===== config.mk =====
export PLATFORM = sky130hd
export DESIGN_NAME = masked_byte_pattern_search
export DESIGN_NICKNAME = d
export VERILOG_FILES = /design/src/rtl/mbps_pkg.sv /design/src/rtl/mbps_cfg.sv /design/src/rtl/mbps_core.sv /design/src/rtl/masked_byte_pattern_search.sv
export SDC_FILE = /design/constraint.sdc
export NUM_CORES = 1
export LEC_CHECK = 0
export ABC_AREA = 1
export BUFFER_PORTS_ARGS = -buffer_cell sky130_fd_sc_hd__buf_4
export CAP_MARGIN = 20
export CORE_ASPECT_RATIO = 2
export CORE_MARGIN = 5
export CORE_UTILIZATION = 60
export CTS_CLUSTER_SIZE = 24
export DETAILED_ROUTE_END_ITERATION = 12
export GPL_TIMING_DRIVEN = 0
export PLACE_DENSITY = 0.78
export SLEW_MARGIN = 20
export SYNTH_ARGS = -nofsm -noshare
export SYNTH_HDL_FRONTEND = slang
export SYNTH_SLANG_ARGS = --single-unit

===== constraint.sdc =====
create_clock -name clk_i -period 12.05 [get_ports clk_i]
set_clock_uncertainty 0.1 [all_clocks]
set_input_delay 3.615 -clock clk_i [delete_from_list [all_inputs] [get_ports clk_i]]
set_output_delay 3.615 -clock clk_i [all_outputs]
set_load 0.03 [all_outputs]

===== src/rtl/mbps_pkg.sv =====
package mbps_pkg;

  localparam int unsigned BYTE_W          = 8;
  localparam int unsigned LEN_W           = 5;
  localparam int unsigned PAT_BYTES_LIM   = 16;
  localparam int unsigned OUT_OFF_W       = 32;
  localparam int unsigned CFG_DATA_W      = 64;
  localparam int unsigned CFG_IDX_W       = 3;
  localparam int unsigned PATTERN_MAX_DEF = 16;
  localparam int unsigned OFFSET_BITS_DEF = 32;
  localparam int unsigned S_TDATA_W       = 8;
  localparam int unsigned M_TDATA_W       = 40;

  localparam logic [PAT_BYTES_LIM-1:0] CARE_MASK_RST = '1;
  localparam logic [LEN_W-1:0]         PAT_LEN_RST   = LEN_W'(1);

  typedef enum logic [CFG_IDX_W-1:0] {
    REG_PATTERN_LO  = 3'd0,
    REG_PATTERN_HI  = 3'd1,
    REG_CARE_MASK   = 3'd2,
    REG_PATTERN_LEN = 3'd3,
    REG_SEARCH_LAST = 3'd4
  } cfg_idx_e;

  typedef struct packed {
    logic [PAT_BYTES_LIM*BYTE_W-1:0] pattern;
    logic [PAT_BYTES_LIM-1:0]        care_mask;
    logic [LEN_W-1:0]                pattern_length;
    logic                            search_last;
  } cfg_t;

  typedef struct packed {
    logic                 found;
    logic [OUT_OFF_W-1:0] match_offset;
  } res_t;

endpackage


===== src/rtl/mbps_cfg.sv =====
module mbps_cfg import mbps_pkg::*; (
  input  logic                  clk_i,
  input  logic                  rst_ni,
  input  logic                  we_i,
  input  logic [CFG_IDX_W-1:0]  index_i,
  input  logic [CFG_DATA_W-1:0] data_i,
  output cfg_t                  cfg_o
);

  cfg_t cfg_q, cfg_d;

  always_comb begin
    cfg_d = cfg_q;
    if (we_i) begin
      unique case (cfg_idx_e'(index_i))
        REG_PATTERN_LO:  cfg_d.pattern[CFG_DATA_W-1:0] = data_i;
        REG_PATTERN_HI:  cfg_d.pattern[2*CFG_DATA_W-1:CFG_DATA_W] = data_i;
        REG_CARE_MASK:   cfg_d.care_mask = data_i[PAT_BYTES_LIM-1:0];
        REG_PATTERN_LEN: cfg_d.pattern_length = data_i[LEN_W-1:0];
        REG_SEARCH_LAST: cfg_d.search_last = data_i[0];
        default: ;
      endcase
    end
  end

  always_ff @(posedge clk_i or negedge rst_ni) begin
    if (!rst_ni) begin
      cfg_q.pattern        <= '0;
      cfg_q.care_mask      <= CARE_MASK_RST;
      cfg_q.pattern_length <= PAT_LEN_RST;
      cfg_q.search_last    <= 1'b0;
    end else begin
      cfg_q <= cfg_d;
    end
  end

  assign cfg_o = cfg_q;

endmodule


===== src/rtl/mbps_core.sv =====
module mbps_core import mbps_pkg::*; #(
  parameter int unsigned PATTERN_MAX = PATTERN_MAX_DEF,
  parameter int unsigned OFFSET_BITS = OFFSET_BITS_DEF
) (
  input  logic              clk_i,
  input  logic              rst_ni,
  input  logic              step_i,
  input  logic [BYTE_W-1:0] data_i,
  input  logic              last_i,
  input  cfg_t              cfg_i,
  output res_t              res_o
);

  localparam int unsigned IDX_W = (PATTERN_MAX > 1) ? $clog2(PATTERN_MAX) : 1;
  localparam int unsigned CNT_W = OFFSET_BITS + 1;

  logic [BYTE_W-1:0]      win_q [PATTERN_MAX];
  logic [BYTE_W-1:0]      win_d [PATTERN_MAX];
  logic [CNT_W-1:0]       cnt_q, cnt_inc, start;
  logic                   hit_q, hit_nx;
  logic [OFFSET_BITS-1:0] pos_q, pos_nx, start_sat;
  logic [LEN_W-1:0]       len_eff;
  logic                   match;
  logic [OFFSET_BITS+OUT_OFF_W-1:0] pos_ext;

  // newest byte at index 0
  always_comb begin
    win_d[0] = data_i;
    for (int i = 1; i < PATTERN_MAX; i++) begin
      win_d[i] = win_q[i-1];
    end
  end

  always_comb begin
    if (cfg_i.pattern_length == '0) begin
      len_eff = LEN_W'(1);
    end else if (cfg_i.pattern_length > LEN_W'(PATTERN_MAX)) begin
      len_eff = LEN_W'(PATTERN_MAX);
    end else begin
      len_eff = cfg_i.pattern_length;
    end
  end

  // pattern byte i sits len-1-i back from the newest byte
  always_comb begin
    logic [LEN_W-1:0] idx;
    match = 1'b1;
    for (int i = 0; i < PATTERN_MAX; i++) begin
      idx = len_eff - LEN_W'(1) - LEN_W'(i);
      if (LEN_W'(i) < len_eff && cfg_i.care_mask[i]) begin
        if (cfg_i.pattern[BYTE_W*i +: BYTE_W] != win_d[idx[IDX_W-1:0]]) begin
          match = 1'b0;
        end
      end
    end
  end

  assign cnt_inc   = (&cnt_q) ? cnt_q : cnt_q + CNT_W'(1);
  assign start     = cnt_inc - CNT_W'(len_eff);
  assign start_sat = start[CNT_W-1] ? '1 : start[OFFSET_BITS-1:0];

  always_comb begin
    hit_nx = hit_q;
    pos_nx = pos_q;
    if (cnt_inc >= CNT_W'(len_eff) && match && (cfg_i.search_last || !hit_q)) begin
      hit_nx = 1'b1;
      pos_nx = start_sat;
    end
  end

  assign pos_ext            = {{OUT_OFF_W{1'b0}}, pos_nx};
  assign res_o.found        = hit_nx;
  assign res_o.match_offset = hit_nx ? pos_ext[OUT_OFF_W-1:0] : '0;

  always_ff @(posedge clk_i) begin
    if (step_i) begin
      win_q <= win_d;
    end
  end

  always_ff @(posedge clk_i or negedge rst_ni) begin
    if (!rst_ni) begin
      cnt_q <= '0;
      hit_q <= 1'b0;
      pos_q <= '0;
    end else if (step_i) begin
      if (last_i) begin
        cnt_q <= '0;
        hit_q <= 1'b0;
        pos_q <= '0;
      end else begin
        cnt_q <= cnt_inc;
        hit_q <= hit_nx;
        pos_q <= pos_nx;
      end
    end
  end

endmodule


===== src/rtl/masked_byte_pattern_search.sv =====
// Masked byte pattern search. The region to scan streams in one byte per
// word on the slave side, tlast on its final byte. One byte is taken every
// cycle; the input stage stalls only when a region ends while the previous
// region's result is still waiting on the master side. Each byte goes through
// an input register, then a parallel compare of the shifted window against the
// masked pattern, and a region's result word is registered in the output
// register behind it and shown on the master side. The result carries a found
// flag and the start offset of the first match (search_last = 0) or the last
// match (search_last = 1), zero when nothing matched; offsets saturate at
// 2^OFFSET_BITS - 1 and are reported in 32 bits. Registers: 0 pattern bytes
// 0-7, 1 pattern bytes 8-15, 2 care mask, 3 pattern length (0 acts as 1, above
// PATTERN_MAX acts as PATTERN_MAX), 4 search_last; write them between regions.
module masked_byte_pattern_search import mbps_pkg::*; #(
  parameter int unsigned PATTERN_MAX = PATTERN_MAX_DEF,
  parameter int unsigned OFFSET_BITS = OFFSET_BITS_DEF
) (
  input  logic                  clk_i,
  input  logic                  rst_ni,
  input  logic                  cfg_we_i,
  input  logic [CFG_IDX_W-1:0]  cfg_index_i,
  input  logic [CFG_DATA_W-1:0] cfg_data_i,
  input  logic                  s_axis_tvalid,
  output logic                  s_axis_tready,
  input  logic [S_TDATA_W-1:0]  s_axis_tdata,   // [7:0] data_byte
  input  logic                  s_axis_tlast,   // last_byte
  output logic                  m_axis_tvalid,
  input  logic                  m_axis_tready,
  output logic [M_TDATA_W-1:0]  m_axis_tdata    // [0] found, [32:1] match_offset
);

  cfg_t              cfg;
  res_t              res;
  logic              in_valid_q;
  logic [BYTE_W-1:0] in_data_q;
  logic              in_last_q;
  logic              out_valid_q;
  res_t              out_res_q;
  logic              hold, advance, s_fire;

  mbps_cfg u_cfg (
    .clk_i   (clk_i),
    .rst_ni  (rst_ni),
    .we_i    (cfg_we_i),
    .index_i (cfg_index_i),
    .data_i  (cfg_data_i),
    .cfg_o   (cfg)
  );

  mbps_core #(
    .PATTERN_MAX (PATTERN_MAX),
    .OFFSET_BITS (OFFSET_BITS)
  ) u_core (
    .clk_i  (clk_i),
    .rst_ni (rst_ni),
    .step_i (advance),
    .data_i (in_data_q),
    .last_i (in_last_q),
    .cfg_i  (cfg),
    .res_o  (res)
  );

  // a region end cannot move on while the result slot is occupied and not draining
  assign hold          = in_last_q && out_valid_q && !m_axis_tready;
  assign advance       = in_valid_q && !hold;
  assign s_axis_tready = !in_valid_q || !hold;
  assign s_fire        = s_axis_tvalid && s_axis_tready;

  always_ff @(posedge clk_i or negedge rst_ni) begin
    if (!rst_ni) begin
      in_valid_q <= 1'b0;
    end else if (s_fire) begin
      in_valid_q <= 1'b1;
    end else if (advance) begin
      in_valid_q <= 1'b0;
    end
  end

  always_ff @(posedge clk_i) begin
    if (s_fire) begin
      in_data_q <= s_axis_tdata[BYTE_W-1:0];
      in_last_q <= s_axis_tlast;
    end
  end

  always_ff @(posedge clk_i or negedge rst_ni) begin
    if (!rst_ni) begin
      out_valid_q <= 1'b0;
    end else if (advance && in_last_q) begin
      out_valid_q <= 1'b1;
    end else if (m_axis_tready) begin
      out_valid_q <= 1'b0;
    end
  end

  always_ff @(posedge clk_i) begin
    if (advance && in_last_q) begin
      out_res_q <= res;
    end
  end

  assign m_axis_tvalid = out_valid_q;
  assign m_axis_tdata  = {{(M_TDATA_W - OUT_OFF_W - 1){1'b0}},
                          out_res_q.match_offset, out_res_q.found};

endmodule


==> results of run 1 <==
[metal layers]
layer	track usage, %	GRT overflow
met4	66.7	8
met3	24.2	0
met1	52.2	0
met2	82.2	7
met5	2.07	0
[stage by stage]
step	area (um2)	utilization, %	setup WS [ns]	instances
2_1_floorplan	26200	-	3.85	3974
3_3_place_gp	27700	64.2	1.87	4639
3_5_place_dp	27900	64.4	4.18	4643
4_1_cts	29100	67.3	4.18	4709
[cells by family after synthesis]
kind of cell	after synthesis	synth area share (%)
simple gates	2748	45.1
buf+inv	567	8.70
xor+xnor	47	1.60
compound gates	207	4.16
flops	380	39.5
fa+ha+maj	18	0.889
other cells	1	0.0143
==> results.cfg, run 1 <==
[run_status]
stop_stage = global routing
error_line = [ERROR GRT-0116] Global routing finished with congestion. Check the congestion regions in the DRC Viewer.
status = did not finish

[synthesis]
synthTopCellsByCount = nand2_1, nand3_1, inv_1
synth_seq_cells = 380
yosys.area.top_type = nand2_1
yosysSeqAreaShare_pct = 39.5
yosysWarnings = 0
synthCells = 3968
synth-async-reset-ratio_pct = 57.4
yosysMostFrequentCell = nand2_1
netlist_area_um2 = 26200
synth_cell_type_count = 43
synthFlopType = dfrtp_1
avgSynthCellArea_um2 = 6.59
synth_area_leaders = nand2_1, dfrtp_1, edfxtp_1
synth-edff-count = 162
yosys.area.top_type_share_pct = 23.3

[floorplanning]
rows = 108
die_w_um = 158
die-height_um = 305
pin_count = 123
initial_core_util_pct = 60.5

[grt]
grt_pass1_vias = 31500
grt_pass1_wl_mm = 198
grt_max_degree = 104
grt_overflow = 15
gr-usage-all-layers_pct = 56.0

[clock_tree]
h-tree-depth = 2
cts.path.max_buffers = 3
cts_resized = 0
holdBufCountCts = 0
post_cts_buffers = 0
numCtsBuffers = 36
cts.sinks = 380
cts-root-buf = clkbuf_16

[placed_design]
hpwl_mm = 98.7
port_buffers = 115
place_congestion = 1.15
==> run 2: changes to the inputs <==
--- a/config.mk
+++ b/config.mk
@@ -8,13 +8,11 @@
 export ABC_AREA = 1
 export BUFFER_PORTS_ARGS = -buffer_cell sky130_fd_sc_hd__buf_4
 export CAP_MARGIN = 20
-export CORE_ASPECT_RATIO = 2
 export CORE_MARGIN = 5
-export CORE_UTILIZATION = 60
-export CTS_CLUSTER_SIZE = 24
+export CORE_UTILIZATION = 40
 export DETAILED_ROUTE_END_ITERATION = 12
 export GPL_TIMING_DRIVEN = 0
-export PLACE_DENSITY = 0.78
+export PLACE_DENSITY_LB_ADDON = 0.15
 export SLEW_MARGIN = 20
 export SYNTH_ARGS = -nofsm -noshare
 export SYNTH_HDL_FRONTEND = slang
==> run 2 against run 1 <==
Net effect: the flow now finishes without violations; synthesized area unchanged; synthesized cell count unchanged.
==> results.cfg, run 2 <==
[sta]
layout_min_cycle_time_ns = 7.85
max_freq_mhz = 127
report.final.setup_viol = 0
hold_violations = 0
post-route-period-util_pct = 65.2
setup_tns_ns = 0
max-slew-margin-rel_pct = 18.5
worst_pin_slew_ns = 1.22
final_max_slew_viol_count = 0
rsz0062_at_grt = no

[setup_path]
cp_top_family = buffers and inverters
worstPathRequired_ns = 8.34
critical_path.max_fanout = 3
start_kind = primary input
slowest_stage = buf_4
cpMostUsedCell = buf_4
path_buf_inv = 3
crit_chain = buf_4, inv_1, nand4_1, buf_4
cp-end-kind = output port
cp_slowest_stage_delay_ns = 0.21
crit_type = primary input to output port
arrival_ns = 4.14

[power]
power_density_nw_per_um2 = 242
ir_drop_uv = 104
p_leak_nw = 15.3

[clock_tree]
cts_resized = 0
cts.path.max_buffers = 3
cts-root-buf = clkbuf_16
h-tree-depth = 2
cts.sinks = 380
path_clk_slew_ns = 0.06
post_cts_buffers = 0
worstSkewPairLatency_ns = 0.61
cts_tree = yes
numCtsBuffers = 48
holdBufCountCts = 0

[run_status]
status = complete, no violations

[synthesis]
synth_top_family_by_area = simple AND/OR/NAND/NOR gates
synth-async-reset-ratio_pct = 57.4
yosysSeqAreaShare_pct = 39.5
synth-edff-count = 162
synth_cell_type_count = 43
yosysMostFrequentCell = nand2_1
avgSynthCellArea_um2 = 6.59
netlist_area_um2 = 26200
yosysWarnings = 0
yosys.area.top_type = nand2_1
synth_seq_cells = 380
synthTopCellsByCount = nand2_1, nand3_1, inv_1
synthAdderAreaFrac_pct = 0.889
synth-compound-area-share_pct = 4.16
synthFlopType = dfrtp_1
synth_area_leaders = nand2_1, dfrtp_1, edfxtp_1
yosys.area.top_type_share_pct = 23.3
synthCells = 3968
yosys.area_share.simple_pct = 45.1
synthXorXnorAreaFrac_pct = 1.60
synthMuxAreaShare_pct = 0

[hold_path]
hold_class = flop to flop

[cells_and_area]
final_cells = 5038
area_delta_synth_final_pct = 14.7
mostFrequentLayoutCell = nand2_1
post_route_cells_drive_above_1_share_pct = 7.34
fin_nets = 4242
fin_area_um2 = 30000
final_cell_mix = nand2_1, nand3_1, inv_1
largest_reg_flops = 150
n_fill_cell = 6768

[floorplanning]
initial_core_util_pct = 40.5
fp.dieArea_um2 = 70600
core_area_um2 = 64600
die_w_um = 266
rows = 93
die-height_um = 266
pin_count = 123

[routing]
drc = 0
firstDrtPassIters = 7
finalWirelength_mm = 109
drt-initial-drc-count = 2879
vias = 27200
vias_per_cell = 5.40
drtAntennaViolNets = 0
wl_per_cell_um = 21.6

[placed_design]
dp.cells = 4948
place_congestion = 1.09
port_buffers = 115
hpwl_mm = 86.7
postPlaceCellArea_um2 = 28200

[grt]
grt_overflow = 0
grt_pass1_wl_mm = 160
grt_pass1_vias = 25300
grt_max_degree = 95
gr-usage-all-layers_pct = 29.9
grt_antenna_before_repair = 3

[run]
max_cap_violations = 0
run 2: cell counts after synthesis:
Identical to the previous run, type by type.
run 2: worst reg2reg max path: cells and delay by family, from the launching register on:
family,cells,cell delay [ns]
XOR/XNOR,1,0.17
adder cells (fa/ha/maj),2,0.70
buffers and inverters,8,2.87
flip-flops,1,0.48
AND/OR/NAND/NOR,18,2.33
run 2: per-layer routing:
metal	wire length [um]	track usage, %	part of all wire [%]
met1	44400	38.8	41
met2	46900	46.1	43
met3	10200	7.03	9.4
met4	7360	16.5	6.8
met5	0	0.0676	0
run 2: area by class of cell:
| class | count | area [um2] | share of cell area (%) |
|---|---|---|---|
| diodes | 2 | 5.00 | 0.0167 |
| flip-flops and latches | 380 | 10300 | 34.5 |
| repair buffers | 119 | 981 | 3.27 |
| multi-input cells | 3027 | 13600 | 45.2 |
| clock inverters | 29 | 462 | 1.54 |
| well taps | 855 | 1070 | 3.57 |
| plain buffers | 189 | 861 | 2.87 |
| inverters | 378 | 1420 | 4.73 |
| clock buffers | 59 | 1290 | 4.31 |
run 2: cell families after synthesis:
group                    Yosys count
buffers and inverters            567
flip-flops                       380
other                              1
AND/OR/NAND/NOR                 2748
XOR/XNOR                          47
adder cells (fa/ha/maj)           18
AO/OA/AOI/OAI                    207
run 2: final timing paths:
kind,startpoint,slack [ns],end,cells after the start
worst min register to register,u_core.win_d[90],0.34,u_core.win_d[82],0
max in group asynchronous,rst_ni,8.20,u_cfg.cfg_o[17],2
worst max register to register,u_cfg.cfg_o[5],5.18,m_axis_tdata[7],29
worst max-delay path,m_axis_tready,4.20,s_axis_tready,4
min in group asynchronous,rst_ni,2.79,u_cfg.cfg_o[77],1
worst min-delay path,u_core.win_d[90],0.34,u_core.win_d[82],0
run 2: stage by stage:
| step | setup WS, ns | utilization, % | hold WS (ns) | power [mW] |
|---|---|---|---|---|
| after floorplan | 3.85 | - | 0.326 | 4.26 |
| after global placement | 1.69 | 43.5 | 0.330 | 5.53 |
| after detailed placement | 4.19 | 43.7 | 0.332 | 5.56 |
| after CTS | 4.19 | 46.5 | 0.340 | 7.20 |
| after global routing | 4.11 | 46.5 | 0.358 | 7.75 |
| final | 4.20 | 46.5 | 0.345 | 7.27 |
run 2: where the power goes:
part / internal [mW] / switching [mW]
Combinational: 1.12 / 2.83
Sequential: 1.55 / 0.150
Clock: 1.00 / 0.626
Power figures use the tool's default switching activity.
==> run 3: changes to the inputs <==
==> constraint.sdc (replaced) <==
create_clock -name clk_i -period 7.11 [get_ports clk_i]
set_clock_uncertainty 0.1 [all_clocks]
set_input_delay 2.133 -clock clk_i [delete_from_list [all_inputs] [get_ports clk_i]]
set_output_delay 2.133 -clock clk_i [all_outputs]
set_load 0.03 [all_outputs]
==> run 3 against run 2 <==
Net effect: non-clock buffer count unchanged; flip-flop and latch count unchanged; worst hold slack worse by 0.0039 ns; core utilization about the same; routed wire length about the same; cell count unchanged; largest cell class unchanged; largest power group unchanged; critical endpoint is now m_axis_tdata[7]; highest routed layer unchanged; die area unchanged; first-iteration DRC count up 2.5%; total power up 70%.
==> results.cfg, run 3 (synthesis results as in run 2) <==
[run_status]
status = complete, no violations

[clock_tree]
h-tree-depth = 2
cts.sinks = 380
cts.path.max_buffers = 3
post_cts_buffers = 0
numCtsBuffers = 48
cts_tree = yes
path_clk_slew_ns = 0.06
cts_resized = 0
worstSkewPairLatency_ns = 0.62
holdBufCountCts = 0
cts-root-buf = clkbuf_16

[sta]
max_freq_mhz = 147
max-slew-margin-rel_pct = 17.0
worst_pin_slew_ns = 1.25
layout_min_cycle_time_ns = 6.79
hold_violations = 0
final_max_slew_viol_count = 0
post-route-period-util_pct = 95.4
report.final.setup_viol = 0
rsz0062_at_grt = no

[cells_and_area]
n_fill_cell = 6767
fin_nets = 4242
largest_reg_flops = 150
fin_util_pct = 46.5
final_cell_mix = nand2_1, nand3_1, inv_1
mostFrequentLayoutCell = nand2_1
area_delta_synth_final_pct = 14.7
post_route_cells_drive_above_1_share_pct = 7.37

[floorplanning]
die-height_um = 266
rows = 93
die_w_um = 266
fp.dieArea_um2 = 70600
initial_core_util_pct = 40.5
pin_count = 123
core_area_um2 = 64600

[setup_path]
arrival_ns = 7.05
critical_path.max_fanout = 11
slowest_stage = dfstp_2
start_kind = flop
cp_top_family = buffers and inverters
worstPathRequired_ns = 7.37
crit_type = flop to flop
cp-end-kind = flop
cpMostUsedCell = nand2_1
cp_slowest_stage_delay_ns = 0.57
path_buf_inv = 8

[routing]
drc = 0
vias = 27200
wl_per_cell_um = 21.6
vias_per_cell = 5.41
firstDrtPassIters = 6
finalWirelength_mm = 109
drt-initial-drc-count = 2950
drtAntennaViolNets = 0

[grt]
grt_pass1_wl_mm = 160
grt_max_degree = 95
grt_overflow = 0
grt_pass1_vias = 25300
gr-usage-all-layers_pct = 29.9
grt_antenna_before_repair = 3

[placed_design]
place_congestion = 1.09
hpwl_mm = 86.7
port_buffers = 115

[power]
power_density_nw_per_um2 = 411
ir_drop_uv = 177
total_power_mw = 12.3
p_leak_nw = 15.3

[hold_path]
hold_class = flop to flop

[run]
max_cap_violations = 0
[run 3: cell count changes in the layout (fill, tap and decap cells not counted)]
cell      previous run  this run
clkbuf_1           105       104
clkbuf_2             0         1
[run 3: report_power, final]
part	switching, mW	internal [mW]
clock network	1.07	1.70
logic	4.79	1.89
registers	0.254	2.63
[run 3: final timing paths]
path	startpoint	cells past startpoint	slack, ns	endpoint
min in group asynchronous	rst_ni	1	1.31	u_cfg.cfg_o[77]
min	u_core.win_d[66]	0	0.34	u_core.win_d[58]
max in group asynchronous	rst_ni	2	4.75	u_cfg.cfg_o[17]
max reg2reg	u_cfg.cfg_o[1]	32	0.32	m_axis_tdata[7]
min reg2reg	u_core.win_d[66]	0	0.34	u_core.win_d[58]
max	u_cfg.cfg_o[1]	32	0.32	m_axis_tdata[7]
[run 3: area by class of cell]
| class | count | area, um2 | area share [%] |
|---|---|---|---|
| multi-input cells | 3027 | 13600 | 45.2 |
| repair buffers | 119 | 981 | 3.27 |
| diodes | 2 | 5.00 | 0.0167 |
| clock buffers | 59 | 1290 | 4.31 |
| plain buffers | 189 | 862 | 2.87 |
| flip-flops and latches | 380 | 10300 | 34.5 |
| clock inverters | 29 | 462 | 1.54 |
| inverters | 378 | 1420 | 4.73 |
| well taps | 855 | 1070 | 3.57 |
[run 3: layer usage]
metal  vias to the layer above  track usage (%)  wire length (um)
li1                      13200                -                 -
met5                         -           0.0676                 0
met4                         0             16.5              7430
met2                      1176             46.1             46800
met1                     12600             38.8             44300
met3                       261             7.03             10200
[run 3: worst register-to-register path: cells and delay by family, from the launching register on]
| kind | cells | cell delay [ns] |
|---|---|---|
| simple gates | 21 | 2.52 |
| fa+ha+maj | 2 | 0.63 |
| xor+xnor | 1 | 0.16 |
| buf+inv | 8 | 2.58 |
| flops | 1 | 0.57 |
[run 3: metrics by stage]
stage,setup TNS [ns],hold slack [ns],setup WS (ns),cell area [um2],std cells
2_1_floorplan,0,0.326,0.394,26200,3974
3_3_place_gp,-221.38,0.330,-1.77,28100,4944
3_5_place_dp,0,0.332,0.418,28200,4948
4_1_cts,0,0.340,0.409,30000,5036
5_1_grt,0,0.358,0.0713,30000,5036
6_report,0,0.341,0.324,30000,5038
